--- config.mk ---
export PLATFORM = sky130hd
export DESIGN_NAME = zone_dwell_alarm_flat
export DESIGN_NICKNAME = d
export VERILOG_FILES = /design/src/sv/zda_pkg.sv /design/src/sv/zda_ifs.sv /design/src/sv/zone_dwell_alarm.sv /design/src/sv/zda_in_reg.sv /design/src/sv/zda_eval.sv /design/src/flat_wrapper.sv
export SDC_FILE = /design/constraint.sdc
export NUM_CORES = 1
export LEC_CHECK = 0
export ABC_AREA = 1
export ABC_CLOCK_PERIOD_IN_PS = 8280
export CORE_ASPECT_RATIO = 0.5
export CORE_MARGIN = 10
export CORE_UTILIZATION = 45
export DETAILED_ROUTE_END_ITERATION = 10
export DONT_BUFFER_PORTS = 1
export GPL_TIMING_DRIVEN = 0
export HOLD_SLACK_MARGIN = 0.03
export PLACE_DENSITY = 0.6
export SYNTH_ARGS = -nofsm -noshare
export SYNTH_HDL_FRONTEND = slang
export SYNTH_SLANG_ARGS = --single-unit
--- constraint.sdc ---
create_clock -name clk -period 8.28 [get_ports clk]
set_clock_uncertainty 0.15 [all_clocks]
set_input_delay 1.656 -clock clk [delete_from_list [all_inputs] [get_ports clk]]
set_output_delay 1.656 -clock clk [all_outputs]
set_load 0.02 [all_outputs]
--- src/sv/zda_pkg.sv ---
// Shared types and constants for the zone dwell alarm block.
package zda_pkg;

  localparam int TS_W     = 48;
  localparam int MINUTE_W = 11;
  localparam int COUNT_W  = 8;
  localparam int STATUS_W = 3;
  localparam int CFG_IDX_W  = 3;
  localparam int CFG_DATA_W = 32;

  localparam logic [MINUTE_W-1:0] MINUTES_PER_DAY = 11'd1440;
  localparam logic [15:0]         GAP_RESET       = 16'd1000;
  localparam logic [15:0]         RETRY_RESET     = 16'd1000;

  // Register indexes on the configuration port
  localparam logic [CFG_IDX_W-1:0] REG_WINDOW_ENABLE   = 3'd0;
  localparam logic [CFG_IDX_W-1:0] REG_WINDOW_START    = 3'd1;
  localparam logic [CFG_IDX_W-1:0] REG_WINDOW_END      = 3'd2;
  localparam logic [CFG_IDX_W-1:0] REG_DWELL_THRESHOLD = 3'd3;
  localparam logic [CFG_IDX_W-1:0] REG_ZONE_CONFIGURED = 3'd4;
  localparam logic [CFG_IDX_W-1:0] REG_CONTINUITY_GAP  = 3'd5;
  localparam logic [CFG_IDX_W-1:0] REG_RETRY_INTERVAL  = 3'd6;

  // Status codes
  localparam logic [STATUS_W-1:0] STATUS_NO_TARGET    = 3'd0;
  localparam logic [STATUS_W-1:0] STATUS_OUTSIDE      = 3'd1;
  localparam logic [STATUS_W-1:0] STATUS_WINDOW_BAD   = 3'd2;
  localparam logic [STATUS_W-1:0] STATUS_ZONE_INVALID = 3'd3;
  localparam logic [STATUS_W-1:0] STATUS_DWELLING     = 3'd4;
  localparam logic [STATUS_W-1:0] STATUS_ALARM        = 3'd5;

  typedef struct packed {
    logic [TS_W-1:0]     frame_time;
    logic [MINUTE_W-1:0] minute_of_day;
    logic                detections_present;
    logic [COUNT_W-1:0]  hit_count;
    logic                report_accept;
  } frame_t;

  typedef struct packed {
    logic [STATUS_W-1:0] status;
    logic                alarm_active;
    logic                report_request;
    logic [TS_W-1:0]     dwell_time;
  } result_t;

  typedef struct packed {
    logic            in_zone;
    logic            report_done;
    logic [TS_W-1:0] presence_start_time;
    logic [TS_W-1:0] previous_frame_time;
    logic [TS_W-1:0] last_attempt_time;
  } track_t;

  typedef struct packed {
    logic                window_enable;
    logic [MINUTE_W-1:0] window_start_minute;
    logic [MINUTE_W-1:0] window_end_minute;
    logic [31:0]         dwell_limit;
    logic                zone_configured;
    logic [15:0]         max_gap;
    logic [15:0]         retry_interval_ms;
  } cfg_t;

endpackage

--- src/sv/zda_ifs.sv ---
// Handshake channels for frames in and results out.
interface zda_frame_if;
  import zda_pkg::*;
  logic                valid;
  logic                ready;
  logic [TS_W-1:0]     frame_time;
  logic [MINUTE_W-1:0] minute_of_day;
  logic                detections_present;
  logic [COUNT_W-1:0]  hit_count;
  logic                report_accept;

  modport source (output valid, frame_time, minute_of_day, detections_present,
                  hit_count, report_accept, input ready);
  modport sink (input valid, frame_time, minute_of_day, detections_present,
                hit_count, report_accept, output ready);
endinterface

interface zda_result_if;
  import zda_pkg::*;
  logic                valid;
  logic                ready;
  logic [STATUS_W-1:0] status;
  logic                alarm_active;
  logic                report_request;
  logic [TS_W-1:0]     dwell_time;

  modport source (output valid, status, alarm_active, report_request, dwell_time,
                  input ready);
  modport sink (input valid, status, alarm_active, report_request, dwell_time,
                output ready);
endinterface

--- src/sv/zone_dwell_alarm.sv ---
// Top level of the zone dwell alarm: config registers, tracking state, result register.
//
//  channel    dir  handshake           payload
//  frame_in   in   valid/ready         frame_time, minute_of_day, detections_present,
//                                      hit_count, report_accept
//  result_out out  valid/ready         status, alarm_active, report_request, dwell_time
//  cfg_*      in   write enable only   cfg_index selects, cfg_data carries the value
//
// A frame is captured in the input register, evaluated by combinational compare/subtract
// logic against the tracking state and then lands in the result register; a stall on
// result_out holds it there. One frame per cycle is sustained while result_out is ready.
// Reset (synchronous, rst high) empties both registers, clears tracking state and loads
// the register defaults (gap and retry at 1000 ms).
// A stalled result register holds the input register; the input register still takes a
// frame when it is empty or its frame moves on in the same cycle.
module zone_dwell_alarm (
  input  logic                                 clk,
  input  logic                                 rst,
  input  logic                                 cfg_we,
  input  logic [zda_pkg::CFG_IDX_W-1:0]        cfg_index,
  input  logic [zda_pkg::CFG_DATA_W-1:0]       cfg_data,
  zda_frame_if.sink                            frame_in,
  zda_result_if.source                         result_out
);
  import zda_pkg::*;

  cfg_t    cfg;
  track_t  track;
  track_t  track_next;
  frame_t  held_frame;
  logic    held_valid;
  logic    take;
  result_t eval_result;
  logic    out_valid;
  result_t out_result;

  // Configuration registers; indexes past the list are dropped
  always_ff @(posedge clk) begin
    if (rst) begin
      cfg.window_enable       <= 1'b0;
      cfg.window_start_minute <= '0;
      cfg.window_end_minute   <= '0;
      cfg.dwell_limit         <= '0;
      cfg.zone_configured     <= 1'b0;
      cfg.max_gap             <= GAP_RESET;
      cfg.retry_interval_ms   <= RETRY_RESET;
    end else if (cfg_we) begin
      unique case (cfg_index)
        REG_WINDOW_ENABLE:   cfg.window_enable       <= cfg_data[0];
        REG_WINDOW_START:    cfg.window_start_minute <= cfg_data[MINUTE_W-1:0];
        REG_WINDOW_END:      cfg.window_end_minute   <= cfg_data[MINUTE_W-1:0];
        REG_DWELL_THRESHOLD: cfg.dwell_limit         <= cfg_data[31:0];
        REG_ZONE_CONFIGURED: cfg.zone_configured     <= cfg_data[0];
        REG_CONTINUITY_GAP:  cfg.max_gap             <= cfg_data[15:0];
        REG_RETRY_INTERVAL:  cfg.retry_interval_ms   <= cfg_data[15:0];
        default: ;
      endcase
    end
  end

  zda_in_reg u_in_reg (
    .clk        (clk),
    .rst        (rst),
    .frame_in   (frame_in),
    .take       (take),
    .held_valid (held_valid),
    .held_frame (held_frame)
  );

  zda_eval u_eval (
    .frame      (held_frame),
    .cfg        (cfg),
    .track      (track),
    .track_next (track_next),
    .result     (eval_result)
  );

  // Advance the held frame when the result register is empty or being drained
  assign take = held_valid && (!out_valid || result_out.ready);

  // Tracking state moves only with a frame, so the next frame sees this one's effect
  always_ff @(posedge clk) begin
    if (rst) begin
      track <= '0;
    end else if (take) begin
      track <= track_next;
    end
  end

  always_ff @(posedge clk) begin
    if (rst) begin
      out_valid <= 1'b0;
    end else if (take) begin
      out_valid <= 1'b1;
    end else if (result_out.ready) begin
      out_valid <= 1'b0;
    end
  end

  always_ff @(posedge clk) begin
    if (take) begin
      out_result <= eval_result;
    end
  end

  assign result_out.valid          = out_valid;
  assign result_out.status         = out_result.status;
  assign result_out.alarm_active   = out_result.alarm_active;
  assign result_out.report_request = out_result.report_request;
  assign result_out.dwell_time     = out_result.dwell_time;

endmodule

--- src/sv/zda_in_reg.sv ---
// Input holding register: captures one frame and passes it on when taken.
module zda_in_reg (
  input  logic          clk,
  input  logic          rst,
  zda_frame_if.sink     frame_in,
  input  logic          take,
  output logic          held_valid,
  output zda_pkg::frame_t held_frame
);
  import zda_pkg::*;

  logic accept;

  // Free when empty or when the held frame leaves this cycle
  assign frame_in.ready = !held_valid || take;
  assign accept         = frame_in.valid && frame_in.ready;

  always_ff @(posedge clk) begin
    if (rst) begin
      held_valid <= 1'b0;
    end else if (accept) begin
      held_valid <= 1'b1;
    end else if (take) begin
      held_valid <= 1'b0;
    end
  end

  always_ff @(posedge clk) begin
    if (accept) begin
      held_frame.frame_time         <= frame_in.frame_time;
      held_frame.minute_of_day      <= frame_in.minute_of_day;
      held_frame.detections_present <= frame_in.detections_present;
      held_frame.hit_count          <= frame_in.hit_count;
      held_frame.report_accept      <= frame_in.report_accept;
    end
  end

endmodule

--- src/sv/zda_eval.sv ---
// Per-frame evaluation: continuity, window, zone, dwell and report retry.
module zda_eval (
  input  zda_pkg::frame_t  frame,
  input  zda_pkg::cfg_t    cfg,
  input  zda_pkg::track_t  track,
  output zda_pkg::track_t  track_next,
  output zda_pkg::result_t result
);
  import zda_pkg::*;

  logic [TS_W-1:0] now;
  logic [TS_W:0]   prev_diff;
  logic            cont_break;
  track_t          base;
  logic            window_bad;
  logic            in_window;
  logic            no_target;
  logic [TS_W-1:0] start_time;
  logic [TS_W-1:0] elapsed;
  logic            dwell_met;
  logic [TS_W:0]   attempt_diff;
  logic            too_soon;
  logic            req;

  assign now = frame.frame_time;

  // Break on a backward step or a gap beyond the limit, once a previous frame time is set
  assign prev_diff  = {1'b0, now} - {1'b0, track.previous_frame_time};
  assign cont_break = (track.previous_frame_time != '0) &&
                      (prev_diff[TS_W] ||
                       (prev_diff[TS_W-1:0] > {{(TS_W-16){1'b0}}, cfg.max_gap}));

  always_comb begin
    base = track;
    if (cont_break) begin
      base.in_zone             = 1'b0;
      base.report_done         = 1'b0;
      base.presence_start_time = '0;
      base.last_attempt_time   = '0;
    end
  end

  assign window_bad = (cfg.window_start_minute == cfg.window_end_minute) ||
                      (cfg.window_start_minute >= MINUTES_PER_DAY) ||
                      (cfg.window_end_minute >= MINUTES_PER_DAY);

  always_comb begin
    if (cfg.window_start_minute < cfg.window_end_minute) begin
      in_window = (frame.minute_of_day >= cfg.window_start_minute) &&
                  (frame.minute_of_day < cfg.window_end_minute);
    end else begin
      in_window = (frame.minute_of_day >= cfg.window_start_minute) ||
                  (frame.minute_of_day < cfg.window_end_minute);
    end
  end

  assign no_target  = !frame.detections_present || (frame.hit_count == '0);
  assign start_time = base.in_zone ? base.presence_start_time : now;
  assign elapsed    = now - start_time;
  assign dwell_met  = elapsed >= {{(TS_W-32){1'b0}}, cfg.dwell_limit};

  // A negative difference wraps large and never counts as too soon
  assign attempt_diff = {1'b0, now} - {1'b0, base.last_attempt_time};
  assign too_soon     = (base.last_attempt_time != '0) && !attempt_diff[TS_W] &&
                        (attempt_diff[TS_W-1:0] <
                         {{(TS_W-16){1'b0}}, cfg.retry_interval_ms});
  assign req          = !base.report_done && !too_soon;

  always_comb begin
    track_next                     = '0;
    track_next.previous_frame_time = now;
    result                         = '0;
    priority if (cfg.window_enable && window_bad) begin
      result.status = STATUS_WINDOW_BAD;
    end else if (cfg.window_enable && !in_window) begin
      result.status = STATUS_OUTSIDE;
    end else if (!cfg.zone_configured) begin
      result.status = STATUS_ZONE_INVALID;
    end else if (no_target) begin
      result.status = STATUS_NO_TARGET;
    end else if (!dwell_met) begin
      result.status                  = STATUS_DWELLING;
      result.dwell_time              = elapsed;
      track_next.in_zone             = 1'b1;
      track_next.presence_start_time = start_time;
      track_next.report_done         = base.report_done;
      track_next.last_attempt_time   = base.last_attempt_time;
    end else begin
      result.status                  = STATUS_ALARM;
      result.alarm_active            = 1'b1;
      result.report_request          = req;
      result.dwell_time              = elapsed;
      track_next.in_zone             = 1'b1;
      track_next.presence_start_time = start_time;
      track_next.report_done         = base.report_done || (req && frame.report_accept);
      track_next.last_attempt_time   = req ? now : base.last_attempt_time;
    end
  end

endmodule

--- src/flat_wrapper.sv ---
// flat-port wrapper written by rule: the top's interface ports become plain ports
module zone_dwell_alarm_flat import zda_pkg::*;
  (clk, rst, cfg_we, cfg_index, cfg_data, frame_in_valid, frame_in_frame_time, frame_in_minute_of_day, frame_in_detections_present, frame_in_hit_count, frame_in_report_accept, frame_in_ready, result_out_valid, result_out_status, result_out_alarm_active, result_out_report_request, result_out_dwell_time, result_out_ready);
  zda_frame_if frame_in_i ();
  zda_result_if result_out_i ();
  input  logic clk;
  input  logic rst;
  input  logic cfg_we;
  input  logic [zda_pkg::CFG_IDX_W-1:0] cfg_index;
  input  logic [zda_pkg::CFG_DATA_W-1:0] cfg_data;
  input wire logic [$bits(frame_in_i.valid)-1:0] frame_in_valid;
  input wire logic [$bits(frame_in_i.frame_time)-1:0] frame_in_frame_time;
  input wire logic [$bits(frame_in_i.minute_of_day)-1:0] frame_in_minute_of_day;
  input wire logic [$bits(frame_in_i.detections_present)-1:0] frame_in_detections_present;
  input wire logic [$bits(frame_in_i.hit_count)-1:0] frame_in_hit_count;
  input wire logic [$bits(frame_in_i.report_accept)-1:0] frame_in_report_accept;
  output wire logic [$bits(frame_in_i.ready)-1:0] frame_in_ready;
  output wire logic [$bits(result_out_i.valid)-1:0] result_out_valid;
  output wire logic [$bits(result_out_i.status)-1:0] result_out_status;
  output wire logic [$bits(result_out_i.alarm_active)-1:0] result_out_alarm_active;
  output wire logic [$bits(result_out_i.report_request)-1:0] result_out_report_request;
  output wire logic [$bits(result_out_i.dwell_time)-1:0] result_out_dwell_time;
  input wire logic [$bits(result_out_i.ready)-1:0] result_out_ready;
  assign frame_in_i.valid = frame_in_valid;
  assign frame_in_i.frame_time = frame_in_frame_time;
  assign frame_in_i.minute_of_day = frame_in_minute_of_day;
  assign frame_in_i.detections_present = frame_in_detections_present;
  assign frame_in_i.hit_count = frame_in_hit_count;
  assign frame_in_i.report_accept = frame_in_report_accept;
  assign frame_in_ready = frame_in_i.ready;
  assign result_out_valid = result_out_i.valid;
  assign result_out_status = result_out_i.status;
  assign result_out_alarm_active = result_out_i.alarm_active;
  assign result_out_report_request = result_out_i.report_request;
  assign result_out_dwell_time = result_out_i.dwell_time;
  assign result_out_i.ready = result_out_ready;
  zone_dwell_alarm u_core (.clk(clk), .rst(rst), .cfg_we(cfg_we), .cfg_index(cfg_index), .cfg_data(cfg_data), .frame_in(frame_in_i), .result_out(result_out_i));
endmodule
==> run summary, run 1 <==
Critical Path Sink Type: register
Average cell area after synthesis: 6.77 sq um
Clk pin slew, worst setup/hold paths: 0.07 ns
Critical Path Max Stage Delay: 0.55 ns
TritonCTS clock tree: yes
Biggest area consumer among synthesized cells: dfxtp_1
Design Area, Final: 31500 sq um
Hold Crit Depth: 2
Achievable frequency: 116 MHz
Htree depth: 2
Final Max Tran Viols: 0
Outcome: complete, but fails checks
Vias per cell: 5.58
Vias in the first global route: 25091
Setup WS pre-CTS: -2.37 ns
Clock insertion delay at the later pin of the skew report: 0.58 ns
Worst path arrival time: 8.92 ns
#FFs+latches synth: 358
Final hold slack: 0.313 ns
Buffer depth of the longest clock path: 3
R2r setup slk: -0.36 ns
TritonCTS Buffers: 38
Syn Inst Count: 3922
Hold path startpoint: u_core.cfg[54]
1st-iter DRT viols: 3152
N_diodes: 0
CP top delay family: simple AND/OR/NAND/NOR gates
Remaining antenna violation count: 0
Reg2Reg Depth: 58
PortBufs: 0
Syn Nets: 4273
WP data required: 8.57 ns
Die Span Y: 192 um
Most frequent CP cell: nand2_1
Total power: 5330 uW
Setup violations, final: 52
Hold/Removal Path Class: register to register
Reg-to-reg critical path startpoint: u_core.u_in_reg.held_frame[22]
Mapped Area: 26600 sq um
Slowest CP cell: edfxtp_1
Crit Path Category: register to register
Bufs and invs on worst path: 11
CP Max Fanout: 8
Synth async-reset ratio: 0%
Rows: 62
Layout net count: 4438
Fin crit period: 8.64 ns
Worst flop-to-flop path endpoint: u_core.track[34]
Final hold violations: 0
Clock Sinks: 358
Largest net degree at the start of global routing: 64
All-Layer GR Usage: 27.4%
Lkg Pwr: 0.0138 uW
Synth Flop Type: dfxtp_1
Non-Filler Instances: 4885
Failing checks: setup timing
Fin crit share: 104%
Via count: 27266
CP Launch Type: register
Yosys top cell area share: 17.8%
First-pass DRT Iterations: 7
Gpl congestion: 0.945
Fill cell count: 5649
Synth unique cells: 57
Post-synth EDFFs: 122
Dpl cells: 4692
Worst Tran Pin Value: 1.34 ns
Share of cells above drive strength 1: 13.2%
First-pass GRT wire length: 148000 um
Routed Wire Length: 100000 um
End of the worst hold path: u_core.cfg[54]
CORE AREA: 57900 sq um
Max-Cap Viols: 0
HPWL reported at the end of detailed placement: 79700 um
Area Overhead vs Synth: 18.7%
Overflow after GRT: 0
Ys Warns: 0
DRC Markers: 0
RSZ-0062 raised after global routing: true
Largest cells by area after synthesis: dfxtp_1 18%, edfxtp_1 14%, nand2_1 14%, ha_1 11%, inv_1 8.5%
Clock root cell: clkbuf_16
Top cells by count, synth: 960 x nand2_1, 598 x inv_1, 425 x a21oi_1
Seq/Total Area, Yosys: 31.6%
Max transition margin: 10.9%
Most numerous cell in the Yosys netlist: nand2_1
Setup ws final: -0.358 ns
DP Area: 27600 sq um
Die footprint: 69700 sq um
Pwr/cell area: 169 nW/um^2
# IOs: 164
Die Width: 364 um
Initial antenna violation count: 2
Initial Util: 45.9%
Worst IR Drop VDD: 0.173 mV
Drt wl/cell: 20.5 um
-- sequential cells by signal (all words and copies together), names as in the netlist --
register                          flops
u_core.result_out.alarm_active        1
u_core.result_out.report_request      1
u_core.cfg                           88
u_core.result_out.status              3
u_core.u_in_reg.held_valid            1
u_core.track                        146
u_core.result_out.valid               1
u_core.result_out.dwell_time         48
u_core.u_in_reg.held_frame           69
-- layout by cell type (no fill, tap or decap), types with 21 or more instances in the layout --
cell       count
xor2_1        52
dfxtp_1      236
edfxtp_1     122
nor2_2        27
clkbuf_16     44
clkbuf_1      86
nand3_1      153
o21ai_0      232
a31oi_1       25
nor3_1        21
ha_4          31
inv_2         21
a21oi_2       25
buf_4        120
nand3_2       24
nor2_1       299
ha_1         202
nand2_1      902
nand2_2       50
inv_1        584
a21oi_1      392
nand4_1      112
or2_2         48
-- kinds of logic after synthesis --
| logic type | Yosys count | share of synthesized area, % |
|---|---|---|
| AO/OA/AOI/OAI | 824 | 16.7 |
| buffers and inverters | 719 | 10.3 |
| AND/OR/NAND/NOR | 1694 | 27.1 |
| adder cells (fa/ha/maj) | 242 | 11.5 |
| flip-flops | 358 | 31.6 |
| XOR/XNOR | 85 | 2.80 |
-- through the flow --
stage	utilization, %	TNS (ns)
2_1_floorplan	-	0
3_3_place_gp	47.5	-117.89
3_5_place_dp	47.6	-119.95
4_1_cts	53.0	-8.89
5_1_grt	54.5	-35.66
6_report	54.5	-15.03
-- routing by layer --
layer	vias to the layer above	global-route usage (%)	part of all wire (%)
met5	-	0	0
met4	0	4.46	1.5
met3	111	5.52	10
met2	1090	40.1	40
met1	12770	41.5	48
li1	13295	-	-
-- area by class of cell --
cell class | count | area [sq um] | area share, %
repair buffers | 125 | 1060 | 3.36
clock buffers | 49 | 1060 | 3.38
clock inverters | 21 | 255 | 0.810
flip-flops and latches | 358 | 8390 | 26.6
well taps | 768 | 961 | 3.05
multi-input cells | 2845 | 16900 | 53.5
inverters | 609 | 2300 | 7.29
plain buffers | 110 | 624 | 1.98
-- worst min-delay path, stage by stage, from the launching register on --
cell	delay, ns
dfxtp_1	0.30
inv_1	0.06
a21oi_1	0.06
-- worst max-delay path by stage --
stage,to,startpoint,cells past startpoint
5_1_grt,u_core.track[43],u_core.u_in_reg.held_frame[22],57
3_5_place_dp,u_core.result_out.status[0],u_core.u_in_reg.held_frame[22],56
4_1_cts,u_core.track[30],u_core.u_in_reg.held_frame[22],63
3_3_place_gp,u_core.result_out.status[0],u_core.u_in_reg.held_frame[22],57
2_1_floorplan,u_core.track[27],u_core.u_in_reg.held_frame[22],61
6_report,u_core.track[34],u_core.u_in_reg.held_frame[22],58
-- where the power goes --
part / internal [uW] / leakage (uW) / switching, uW
combinational: 553 / 0.0101 / 954
sequential: 1890 / 0.00307 / 84.1
clock: 1050 / 0.000623 / 807
-- what timing repair did --
item | in CTS | in global routing
cloned | 6 | 1
setup buffers | 95 | 22
hold buffers | 0 | 0
setup endpoints to repair | 52 | 52
resized for setup | 259 | 158
pin swaps | 89 | 94
hold endpoints to repair | 0 | 0
Power figures use the tool's default switching activity.
==> run 2, diff against run 1 <==
--- a/config.mk
+++ b/config.mk
@@ -15,6 +15,7 @@
 export GPL_TIMING_DRIVEN = 0
 export HOLD_SLACK_MARGIN = 0.03
 export PLACE_DENSITY = 0.6
+export SETUP_SLACK_MARGIN = 0.2
 export SYNTH_ARGS = -nofsm -noshare
 export SYNTH_HDL_FRONTEND = slang
 export SYNTH_SLANG_ARGS = --single-unit
==> run 2 against run 1 <==
The run still ends with setup timing left. Sequential share of layout area down 0.089 points. Wire length grew 0.36%. First-iteration DRC count is 2.4% lower. Setup slack got worse by 0.014 ns. Sequential power hardly changed. Cell area grew 0.34%. Non-clock buffer count grew 2. Clock power barely moved. Utilization up 0.18 points.
==> run summary, run 2 (same netlist as run 1, synthesis figures left out) <==
Max reg flops: 146 (unchanged)
Final Max Tran Viols: 0 (unchanged)
Total power: 5340 uW (was 5330 uW)
First-pass DRT Iterations: 6 (was 7)
Setup ws final: -0.371 ns (was -0.358 ns)
All-Layer GR Usage: 27.5% (was 27.4%)
Hold Crit Depth: 2 (unchanged)
Top reg by flops: u_core.track (unchanged)
HPWL reported at the end of detailed placement: 79700 um (unchanged)
Worst Tran Pin Value: 1.35 ns (was 1.34 ns)
Drt wl/cell: 20.5 um (about the same)
PortBufs: 0 (unchanged)
Crit path from: u_core.u_in_reg.held_frame[22] (unchanged)
Commonest cells after routing, fill and taps aside: 896 x nand2_1, 584 x inv_1, 389 x a21oi_1, 299 x nor2_1, 236 x dfxtp_1 (was 902 x nand2_1, 584 x inv_1, 392 x a21oi_1, 299 x nor2_1, 236 x dfxtp_1)
Clock insertion delay at the later pin of the skew report: 0.58 ns (about the same)
Die Width: 364 um (unchanged)
CORE AREA: 57900 sq um (unchanged)
R2r setup slk: -0.37 ns (was -0.36 ns)
Area Overhead vs Synth: 19.1% (was 18.7%)
Pwr/cell area: 169 nW/um^2 (about the same)
Worst path arrival time: 8.93 ns (was 8.92 ns)
Initial Util: 45.9% (unchanged)
Die Span Y: 192 um (unchanged)
CP top delay family: simple AND/OR/NAND/NOR gates (unchanged)
Htree depth: 2 (unchanged)
Post-CTS Hold Buffers: 0 (unchanged)
TritonCTS clock tree: yes (unchanged)
Most frequent CP cell: nand2_1 (unchanged)
Die footprint: 69700 sq um (unchanged)
Outcome: complete, but fails checks (unchanged)
Failing checks: setup timing (unchanged)
WP data required: 8.56 ns (was 8.57 ns)
Hold path startpoint: u_core.cfg[54] (unchanged)
Most common cell after layout, fill and taps aside: nand2_1 (unchanged)
Setup violations, final: 52 (unchanged)
Lkg Pwr: 0.0138 uW (about the same)
Routed Wire Length: 100000 um (about the same)
Via count: 27317 (was 27266)
Layout net count: 4440 (was 4438)
Achievable frequency: 116 MHz (about the same)
CP Depth: 58 (unchanged)
Critical path endpoint: u_core.track[3] (was u_core.track[34])
Clk pin slew, worst setup/hold paths: 0.06 ns (was 0.07 ns)
Reg-to-reg critical path startpoint: u_core.u_in_reg.held_frame[22] (unchanged)
Bufs and invs on worst path: 11 (unchanged)
Clock Sinks: 358 (unchanged)
Worst flop-to-flop path endpoint: u_core.track[3] (was u_core.track[34])
Critical Path Sink Type: register (unchanged)
Largest net degree at the start of global routing: 64 (unchanged)
Final hold slack: 0.311 ns (was 0.313 ns)
Crit Path Category: register to register (unchanged)
Remaining antenna violation count: 0 (unchanged)
Largest regs: u_core.track x146, u_core.cfg x88, u_core.u_in_reg.held_frame x69 (unchanged)
Final hold violations: 0 (unchanged)
Vias in the first global route: 25122 (was 25091)
Fin crit share: 104% (about the same)
Buffer depth of the longest clock path: 3 (unchanged)
First-pass GRT wire length: 148000 um (about the same)
Max-Cap Viols: 0 (unchanged)
Vias per cell: 5.59 (was 5.58)
DRC Markers: 0 (unchanged)
Critical Path Max Stage Delay: 0.55 ns (about the same)
Fin util: 54.7% (was 54.5%)
Rows: 62 (unchanged)
Worst IR Drop VDD: 0.173 mV (about the same)
Slowest CP cell: edfxtp_1 (unchanged)
Gpl congestion: 0.945 (unchanged)
1st-iter DRT viols: 3077 (was 3152)
Reg2Reg Depth: 58 (unchanged)
CP Max Fanout: 8 (unchanged)
Initial antenna violation count: 2 (unchanged)
TritonCTS Buffers: 38 (unchanged)
Share of cells above drive strength 1: 13.6% (was 13.2%)
Max transition margin: 10.0% (was 10.9%)
N_diodes: 0 (unchanged)
Clock root cell: clkbuf_16 (unchanged)
# IOs: 164 (unchanged)
Hold/Removal Path Class: register to register (unchanged)
CP Launch Type: register (unchanged)
RSZ-0062 raised after global routing: true (unchanged)
Overflow after GRT: 0 (unchanged)
Fin crit period: 8.65 ns (was 8.64 ns)
[run 2: changes by cell type in the layout (fill, tap and decap cells not counted), moves of 2 or more]
cell	previous run	this run
a21oi_1	392	389
a21oi_2	25	28
buf_4	120	118
nand2_1	902	896
nand2_2	50	56
nand3_1	153	148
nand3_2	24	29
[run 2: worst min-delay path by stage]
stage	endpoint	slack [ns]
floorplan	u_core.cfg[33]	0.28
global placement	u_core.cfg[2]	0.30
detailed placement	u_core.track[140]	0.30
CTS	u_core.track[140]	0.31
global route	u_core.track[119]	0.33
finish	u_core.cfg[54]	0.31
[run 2: per-layer routing]
layer / GRT usage [%] / up-vias / share of wire [%]
met3: 5.52 / 114 / 9.6
met4: 4.52 / 0 / 1.5
met2: 40.1 / 1071 / 40
met5: 0 / - / 0
met1: 41.5 / 12839 / 49
li1: - / 13293 / -
[run 2: power breakdown]
part	internal (uW)	switching [uW]	total [uW]
registers	1890	84.6	1970
logic	554	955	1510
clock network	1050	807	1860
[run 2: per-stage QoR]
step                cell area (sq um)  setup WS (ns)  TNS (ns)  std cells
detailed placement              27600          -2.37   -119.95       4692
CTS                             30700         -0.227     -9.14       4863
global route                    31600         -0.759    -36.12       4887
global placement                27500          -2.34   -117.89       4690
floorplan                       26600          0.615         0       3922
finish                          31600         -0.371    -16.56       4887
[run 2: area by class of cell]
type | instances | area, sq um
Fill cell | 5626 | 26200
Timing Repair Buffer | 127 | 1110
Clock buffer | 49 | 1060
Multi-Input combinational cell | 2845 | 16900
Buffer | 110 | 622
Clock inverter | 21 | 255
Sequential cell | 358 | 8390
Tap cell | 768 | 961
Inverter | 609 | 2300
[run 2: worst reg2reg max path: cells and delay by family (launching register included)]
kind,cells,cell delay [ns]
xor gates and xnor gates,2,0.26
and+or+nand+nor,34,3.79
buffers and inverters,11,1.39
DFF,1,0.55
adders and majority gates,4,1.32
AOI/OAI and AO/OA,7,1.07
[run 2: timing repair]
item / in CTS / in global routing
gates resized for setup: 266 / 163
endpoints found under the setup margin: 55 / 52
buffers inserted: 95 / 22
hold endpoints to repair: 0 / 0
pin swaps: 92 / 97
gates cloned: 6 / 1
